--- src/rtl/ues_pkg.sv ---
`timescale 1ns / 1ps

package ues_pkg;

    localparam int QDepth = 4;
    localparam int QPtrW  = $clog2(QDepth);
    localparam int QCntW  = $clog2(QDepth + 1);
    localparam int MaxRes = 3;
    localparam int ResCntW = $clog2(MaxRes + 1);

    localparam logic [2:0] LEN_NONE = 3'd0;
    localparam logic [2:0] LEN_ONE  = 3'd1;
    localparam logic [2:0] LEN_TWO  = 3'd2;
    localparam logic [2:0] LEN_THR  = 3'd3;
    localparam logic [2:0] LEN_FOUR = 3'd4;

    localparam logic [15:0] MISC_LO   = 16'h2600;
    localparam logic [15:0] MISC_HI   = 16'h27BF;
    localparam logic [15:0] TECH_LO   = 16'h2300;
    localparam logic [15:0] TECH_HI   = 16'h23FF;
    localparam logic [15:0] STAR_LO   = 16'h2B50;
    localparam logic [15:0] STAR_HI   = 16'h2B55;
    localparam logic [15:0] CJK_LO    = 16'h3297;
    localparam logic [15:0] CJK_HI    = 16'h3299;
    localparam logic [15:0] ZWJ_CP    = 16'h200D;
    localparam logic [15:0] VSEL_LO   = 16'hFE00;
    localparam logic [15:0] VSEL_HI   = 16'hFE0F;
    localparam logic [15:0] KEYCAP_CP = 16'h20E3;

    typedef struct packed {
        logic [7:0] data;
        logic       vld;
        logic       last;
    } res_item_t;

    typedef struct packed {
        logic                        vld;
        logic [ResCntW-1:0]          cnt;
        res_item_t [MaxRes-1:0]      item;
    } res_batch_t;

    function automatic logic [2:0] lead_len(input logic [7:0] b);
        logic [2:0] len;
        if (b < 8'h80) len = LEN_ONE;
        else if (b < 8'hE0) len = LEN_TWO;
        else if (b < 8'hF0) len = LEN_THR;
        else len = LEN_FOUR;
        return len;
    endfunction

    function automatic logic emoji_range_hit(input logic [15:0] cp);
        logic hit;
        hit = ((cp >= MISC_LO) && (cp <= MISC_HI))
            || ((cp >= TECH_LO) && (cp <= TECH_HI))
            || ((cp >= STAR_LO) && (cp <= STAR_HI))
            || ((cp >= CJK_LO) && (cp <= CJK_HI))
            || (cp == ZWJ_CP)
            || ((cp >= VSEL_LO) && (cp <= VSEL_HI))
            || (cp == KEYCAP_CP);
        return hit;
    endfunction

endpackage

--- src/rtl/ues_decode.sv ---
`timescale 1ns / 1ps

module ues_decode import ues_pkg::*;
(
    input  logic       clk,
    input  logic       rst_n,
    input  logic       in_valid,
    output logic       in_stall,
    input  logic [7:0] in_byte,
    input  logic       end_of_text,
    output res_batch_t batch,
    input  logic       take
);

    logic       stg_vld_reg;
    logic [7:0] stg_byte_reg;
    logic       stg_eot_reg;
    logic       load;

    logic [2:0] exp_reg;
    logic [2:0] exp_next;
    logic [1:0] cnt_reg;
    logic [1:0] cnt_next;
    logic [7:0] held0_reg;
    logic [7:0] held0_next;
    logic [7:0] held1_reg;
    logic [7:0] held1_next;

    logic [2:0]          len;
    logic [2:0]          cnt1;
    logic [15:0]         cp;
    logic [ResCntW-1:0]  n;
    res_item_t [MaxRes-1:0] item;

    assign in_stall = stg_vld_reg && !take;
    assign load     = in_valid && !in_stall;

    always_ff @(posedge clk or negedge rst_n)
    begin
        if (!rst_n)
        begin
            stg_vld_reg <= 1'b0;
        end
        else if (load || take)
        begin
            stg_vld_reg <= load;
        end
    end

    always_ff @(posedge clk)
    begin
        if (load)
        begin
            stg_byte_reg <= in_byte;
            stg_eot_reg  <= end_of_text;
        end
    end

    always_ff @(posedge clk or negedge rst_n)
    begin
        if (!rst_n)
        begin
            exp_reg <= LEN_NONE;
            cnt_reg <= 2'd0;
        end
        else if (take)
        begin
            exp_reg <= exp_next;
            cnt_reg <= cnt_next;
        end
    end

    always_ff @(posedge clk)
    begin
        if (take)
        begin
            held0_reg <= held0_next;
            held1_reg <= held1_next;
        end
    end

    always_comb
    begin
        exp_next   = exp_reg;
        cnt_next   = cnt_reg;
        held0_next = held0_reg;
        held1_next = held1_reg;
        n          = '0;
        item       = '0;
        len        = lead_len(stg_byte_reg);
        cnt1       = {1'b0, cnt_reg} + 3'd1;
        cp         = {held0_reg[3:0], held1_reg[5:0], stg_byte_reg[5:0]};

        if (exp_reg == LEN_NONE)
        begin
            if (len == LEN_ONE)
            begin
                item[0] = '{data: stg_byte_reg, vld: 1'b1, last: 1'b0};
                n       = ResCntW'(1);
            end
            else
            begin
                exp_next   = len;
                cnt_next   = 2'd1;
                held0_next = stg_byte_reg;
            end
        end
        else if (cnt1 < exp_reg)
        begin
            if ((cnt1 < 3'd3) && (exp_reg != LEN_FOUR))
            begin
                held1_next = stg_byte_reg;
            end
            cnt_next = cnt1[1:0];
        end
        else
        begin
            if (exp_reg == LEN_TWO)
            begin
                item[0] = '{data: held0_reg, vld: 1'b1, last: 1'b0};
                item[1] = '{data: stg_byte_reg, vld: 1'b1, last: 1'b0};
                n       = ResCntW'(2);
            end
            else if ((exp_reg == LEN_THR) && !emoji_range_hit(cp))
            begin
                item[0] = '{data: held0_reg, vld: 1'b1, last: 1'b0};
                item[1] = '{data: held1_reg, vld: 1'b1, last: 1'b0};
                item[2] = '{data: stg_byte_reg, vld: 1'b1, last: 1'b0};
                n       = ResCntW'(3);
            end
            exp_next = LEN_NONE;
            cnt_next = 2'd0;
        end

        if (stg_eot_reg)
        begin
            // flush a cut sequence: nothing was emitted while it was open
            if ((exp_next != LEN_NONE) && (exp_next != LEN_FOUR))
            begin
                item[0] = '{data: held0_next, vld: 1'b1, last: 1'b0};
                item[1] = '{data: held1_next, vld: 1'b1, last: 1'b0};
                n       = ResCntW'(cnt_next);
            end
            exp_next = LEN_NONE;
            cnt_next = 2'd0;
            unique case (n)
                ResCntW'(0):
                begin
                    item[0] = '{data: 8'd0, vld: 1'b0, last: 1'b1};
                    n       = ResCntW'(1);
                end
                ResCntW'(1): item[0].last = 1'b1;
                ResCntW'(2): item[1].last = 1'b1;
                default:     item[2].last = 1'b1;
            endcase
        end
    end

    assign batch.vld  = stg_vld_reg;
    assign batch.cnt  = n;
    assign batch.item = item;

`ifndef NO_ASSERTIONS
    a_len_legal: assert property (@(posedge clk) disable iff (!rst_n)
        exp_reg != LEN_ONE && exp_reg <= LEN_FOUR)
        else $error("open sequence length out of range");

    a_cnt_vs_len: assert property (@(posedge clk) disable iff (!rst_n)
        (exp_reg == LEN_NONE) == (cnt_reg == 2'd0)
        && (exp_reg == LEN_NONE || {1'b0, cnt_reg} < exp_reg))
        else $error("received count inconsistent with sequence length");

    a_eot_closes: assert property (@(posedge clk) disable iff (!rst_n)
        take && stg_eot_reg |-> n != '0 ##1 exp_reg == LEN_NONE)
        else $error("end of text left a sequence open or no result");
`endif

endmodule

--- src/rtl/ues_outq.sv ---
`timescale 1ns / 1ps

module ues_outq import ues_pkg::*;
(
    input  logic       clk,
    input  logic       rst_n,
    input  res_batch_t batch,
    output logic       take,
    output logic       out_valid,
    input  logic       out_stall,
    output logic [7:0] out_byte,
    output logic       byte_valid,
    output logic       last_out
);

    res_item_t        q_reg [QDepth];
    logic [QPtrW-1:0] head_reg;
    logic [QPtrW-1:0] tail_reg;
    logic [QCntW-1:0] cnt_reg;
    logic [QCntW-1:0] cnt_next;
    logic             pop;
    logic [QCntW:0]   fill;

    assign out_valid = cnt_reg != '0;
    assign pop       = out_valid && !out_stall;
    assign fill      = {1'b0, cnt_reg} - {{QCntW{1'b0}}, pop}
                     + (QCntW + 1)'(batch.cnt);
    assign take      = batch.vld && (fill <= (QCntW + 1)'(QDepth));
    assign cnt_next  = cnt_reg - QCntW'(pop) + (take ? QCntW'(batch.cnt) : '0);

    always_ff @(posedge clk or negedge rst_n)
    begin
        if (!rst_n)
        begin
            head_reg <= '0;
            tail_reg <= '0;
            cnt_reg  <= '0;
        end
        else
        begin
            cnt_reg <= cnt_next;
            if (pop)
            begin
                head_reg <= head_reg + 1'b1;
            end
            if (take)
            begin
                tail_reg <= tail_reg + QPtrW'(batch.cnt);
            end
        end
    end

    always_ff @(posedge clk)
    begin
        for (int k = 0; k < MaxRes; k++)
        begin
            if (take && (k < int'(batch.cnt)))
            begin
                q_reg[tail_reg + QPtrW'(k)] <= batch.item[k];
            end
        end
    end

    assign out_byte   = q_reg[head_reg].data;
    assign byte_valid = q_reg[head_reg].vld;
    assign last_out   = q_reg[head_reg].last;

`ifndef NO_ASSERTIONS
    a_cnt_bound: assert property (@(posedge clk) disable iff (!rst_n)
        cnt_reg <= QCntW'(QDepth))
        else $error("output queue overflow");

    a_hold_on_stall: assert property (@(posedge clk) disable iff (!rst_n)
        out_valid && out_stall |=> cnt_reg >= $past(cnt_reg))
        else $error("queued request lost while stalled");

    a_ptr_track: assert property (@(posedge clk) disable iff (!rst_n)
        cnt_reg != QCntW'(QDepth) |-> (tail_reg - head_reg) == QPtrW'(cnt_reg))
        else $error("queue pointers disagree with count");
`endif

endmodule

--- src/rtl/utf8_emoji_strip_filter_top.sv ---
`timescale 1ns / 1ps

// Strips emoji from a UTF-8 byte stream. One byte is taken per cycle, while
// in_stall is low, into an input register; the decode logic groups it with
// the open sequence (length from the lead byte only, continuation bytes
// unchecked), drops 4-byte sequences and 3-byte sequences whose code point
// lies in the emoji ranges, and pushes up to three kept bytes into a 4-entry
// output queue that drains one request per cycle while out_stall is low. A
// byte marked end_of_text always yields a request with last_out set; the
// bytes received so far of a cut 2- or 3-byte sequence are flushed as is, and
// a bare marker with byte_valid low is sent when nothing else is left. Bytes
// pass the input register, then the output queue. The input stalls only when
// the queue has no room for the results of the registered byte, so with the
// output draining every cycle the block sustains one byte per cycle.

module utf8_emoji_strip_filter_top import ues_pkg::*;
(
    input  logic       clk,
    input  logic       rst_n,
    input  logic       in_valid,
    output logic       in_stall,
    input  logic [7:0] in_byte,
    input  logic       end_of_text,
    output logic       out_valid,
    input  logic       out_stall,
    output logic [7:0] out_byte,
    output logic       byte_valid,
    output logic       last_out
);

    res_batch_t batch;
    logic       take;

    ues_decode u_decode
    (
        .clk         (clk),
        .rst_n       (rst_n),
        .in_valid    (in_valid),
        .in_stall    (in_stall),
        .in_byte     (in_byte),
        .end_of_text (end_of_text),
        .batch       (batch),
        .take        (take)
    );

    ues_outq u_outq
    (
        .clk        (clk),
        .rst_n      (rst_n),
        .batch      (batch),
        .take       (take),
        .out_valid  (out_valid),
        .out_stall  (out_stall),
        .out_byte   (out_byte),
        .byte_valid (byte_valid),
        .last_out   (last_out)
    );

endmodule

--- config.mk ---
export PLATFORM = sky130hd
export DESIGN_NAME = utf8_emoji_strip_filter_top
export DESIGN_NICKNAME = d
export VERILOG_FILES = /design/src/rtl/ues_pkg.sv /design/src/rtl/ues_decode.sv /design/src/rtl/ues_outq.sv /design/src/rtl/utf8_emoji_strip_filter_top.sv
export SDC_FILE = /design/constraint.sdc
export NUM_CORES = 1
export LEC_CHECK = 0
export BUFFER_PORTS_ARGS = -buffer_cell sky130_fd_sc_hd__clkbuf_2
export CORE_MARGIN = 10
export CORE_UTILIZATION = 64
export CTS_BUF_LIST = sky130_fd_sc_hd__clkbuf_4
export CTS_CLUSTER_DIAMETER = 50
export CTS_CLUSTER_SIZE = 12
export DETAILED_ROUTE_END_ITERATION = 7
export PLACE_DENSITY = 0.83
export SYNTH_ARGS = -nofsm -noshare
export SYNTH_HDL_FRONTEND = slang
export SYNTH_SLANG_ARGS = --single-unit
--- constraint.sdc ---
create_clock -name clk -period 6.8 [get_ports clk]
set_input_delay 0 -clock clk [delete_from_list [all_inputs] [get_ports clk]]
set_output_delay 0 -clock clk [all_outputs]
set_load 0.1 [all_outputs]
==> impl_metrics.toml <==
[outcome]
status = "complete, no violations"

[die]
die-area_um2 = 11800
die_y_um = 109
core_area_um2 = 7690
rows = 32
initial_core_util_pct = 65.6
die_w_um = 109
pin_count = 25

[synth]
synth_fa_ha_area_share_pct = 4.17
syn_area_um2 = 5040
synthCells = 481
synth_compound_area_share_pct = 18.0
seq_area_frac_synth_pct = 45.2
async_reset_ff_share_pct = 16.7
synth-edff-count = 65
synth_area_leader_cell = "edfxtp_1"
synth_seq_cells = 78
ys.flop_type = "edfxtp_1"
yosys.area_share.simple_pct = 15.5
yosys_warnings = 0
synth_top_area_share_pct = 38.7
syn-num-nets = 508
avgSynthCellArea_um2 = 10.5
synthMuxAreaShare_pct = 11.0
synth_top_family_by_area = "compound AO/OA/AOI/OAI gates"
yosysUniqueCellTypes = 68
synth_xor_area_share_pct = 1.39
synth_top_cells_by_area = "edfxtp_1 39%, dfrtp_1 6.5%, mux4_2 4.5%"

[worst_setup_path]
crit_path_start_kind = "flop"
cp_cell_sequence = "inv_1 > ha_1 > inv_1 > ha_1 > and3b_1 > a2111oi_1 > o31a_1 > nand2_1 > o21ai_2 > ha_1 > inv_1 > ha_1 > a21o_1 > a21oi_1 > xnor2_1 > nor2_1 > nand2_1 > inv_1 > o2111ai_1 > buf_4 > or2_1 > o21ai_0 > o22ai_1"
cp.buffers_inverters = 5
max_stage_delay_ns = 0.62
required_ns = 7.07
worstPathArrival_ns = 6.49
crit_family = "compound AO/OA/AOI/OAI gates"
cp-end-kind = "flop"
r2r_setup_slack_ns = 0.58
cp_slowest_cell = "a2111oi_1"
worstSetupPathType = "flop to flop"
cp_max_fo = 17

[route]
ant_nets = 0
wl_per_cell_um = 20.1
drtPass1Iterations = 5
wl_um = 12400
drtIter0Drc = 419
drc_errors = 0
viasPerCell = 6.74
num_vias = 4147

[grt]
antenna_found_initial = 0
grt_pass1_vias = 4131
grt_usage_pct = 22.2
grt_overflow = 0
grt_pass1_wl_um = 21000
grt_max_degree = 24

[timing]
clock_skew_ns = 0.0137
timing_hold_violations_final = 0
relSlewSlack_pct = 24.7
worst_slew_pin_slew_ns = 1.13
rsz0062_at_grt = "no"
max_freq_ghz = 0.161
slew_violations = 0
fin_setup_tns_ns = 0
period_needed_ns = 6.22
post-route-period-util_pct = 91.5
setup_viol = 0

[clock_network]
cts_root_buf = "clkbuf_4"
cts_setup_buffers = 0
cts.sinks = 78
cts_tree = "yes"
cts_max_path_buffers = 2
clock_latency_ns = 0.44
htreeDepth = 3
path_clk_slew_ns = 0.13
cts_buffers = 9

[placed_design]
gp_congestion = 0.971
dp_hpwl_um = 8790
placement.io_buffers = 24
dpl-instance-area_um2 = 5200

[cells_and_area]
stdcell_area_um2 = 5520
largest_reg_flops = 40
antennaDiodeCount = 0
nets = 535
drive_above_1_share_pct = 16.8
synthToLayoutAreaGrowth_pct = 9.53

[run]
cap_violations = 0

[hold_path]
hold_path.class = "input pin to flop"
[final timing paths]
kind | from | end | cells after the start
max in group asynchronous | rst_n | u_decode.stg_vld_reg | 3
worst min register to register | u_decode.cnt_reg[1] | u_decode.cnt_reg[1] | 2
worst max-delay path | u_decode.cnt_reg[0] | u_outq.q_reg[0][2] | 23
worst max register to register | u_decode.cnt_reg[0] | u_outq.q_reg[0][2] | 23
min in group asynchronous | rst_n | u_outq.tail_reg[1] | 3
worst min-delay path | in_byte[2] | u_decode.stg_byte_reg[2] | 2
[layout by cell type (no fill, tap or decap), types with 12 or more instances in the layout]
master	n
edfxtp_1	65
nand2_1	46
nor2_1	44
o21ai_0	33
o22ai_1	29
a21oi_1	26
clkbuf_2	24
inv_1	21
mux2i_1	16
mux2_2	15
dlygate4sd3_1	13
dfrtp_1	13
ha_1	12
[synthesized netlist by cell type, types with 12 or more instances]
master	count
inv_1	21
dfrtp_1	13
mux2_2	15
o21ai_0	33
a21oi_1	26
ha_1	12
o22ai_1	29
edfxtp_1	65
mux2i_1	16
clkbuf_1	16
nand2_1	46
nor2_1	44
[worst register-to-register path: stages (launching register included)]
cell and delay, ns:
dfrtp_1 0.43, inv_1 0.08, ha_1 0.28, inv_1 0.05
ha_1 0.31, and3b_1 0.20, a2111oi_1 0.62, o31a_1 0.51
nand2_1 0.30, o21ai_2 0.24, ha_1 0.34, inv_1 0.07
ha_1 0.23, a21o_1 0.15, a21oi_1 0.17, xnor2_1 0.16
nor2_1 0.07, nand2_1 0.35, inv_1 0.25, o2111ai_1 0.13
buf_4 0.24, or2_1 0.46, o21ai_0 0.21, o22ai_1 0.20
[area by class of cell]
cell class | instances | area, um2
clock buffer | 10 | 75.1
clock inverter | 6 | 111
fill | 569 | 2170
inverter | 22 | 82.6
multi-input combinational | 352 | 2540
sequential | 78 | 2280
tap | 102 | 128
timing repair buffer | 45 | 310
[per-layer routing]
metal	vias up	routed length, um	global-route usage, %
li1	1896	-	-
met1	1972	5020	28.8
met2	247	6030	36.8
met3	32	1050	3.89
met4	0	282	7.82
met5	-	0	0
[timing repair]
item                                    in CTS  in global routing
hold buffers                                13                  0
hold endpoints to repair                    25                  0
resized for setup                            0                  1
endpoints found under the setup margin       0                  3
[cells by family after synthesis]
logic type,Yosys count
simple gates,152
xor+xnor,8
buf+inv,51
mux,41
compound gates,135
flops,78
fa+ha+maj,16
[metrics by stage]
| stage | instances | util, % | hold WS (ns) | setup WS [ns] |
|---|---|---|---|---|
| floorplan | 481 | - | -0.296 | 1.00 |
| global placement | 586 | 67.7 | -0.0846 | 0.998 |
| detailed placement | 586 | 67.7 | -0.0772 | 0.644 |
| CTS | 615 | 71.8 | 0.257 | 0.532 |
| global route | 615 | 71.8 | 0.268 | 0.126 |
| finish | 615 | 71.8 | 0.265 | 0.580 |
Power is left out: the tool's default activity adds up to more than one toggle a clock period on the data nets, which glitch-free logic cannot reach.
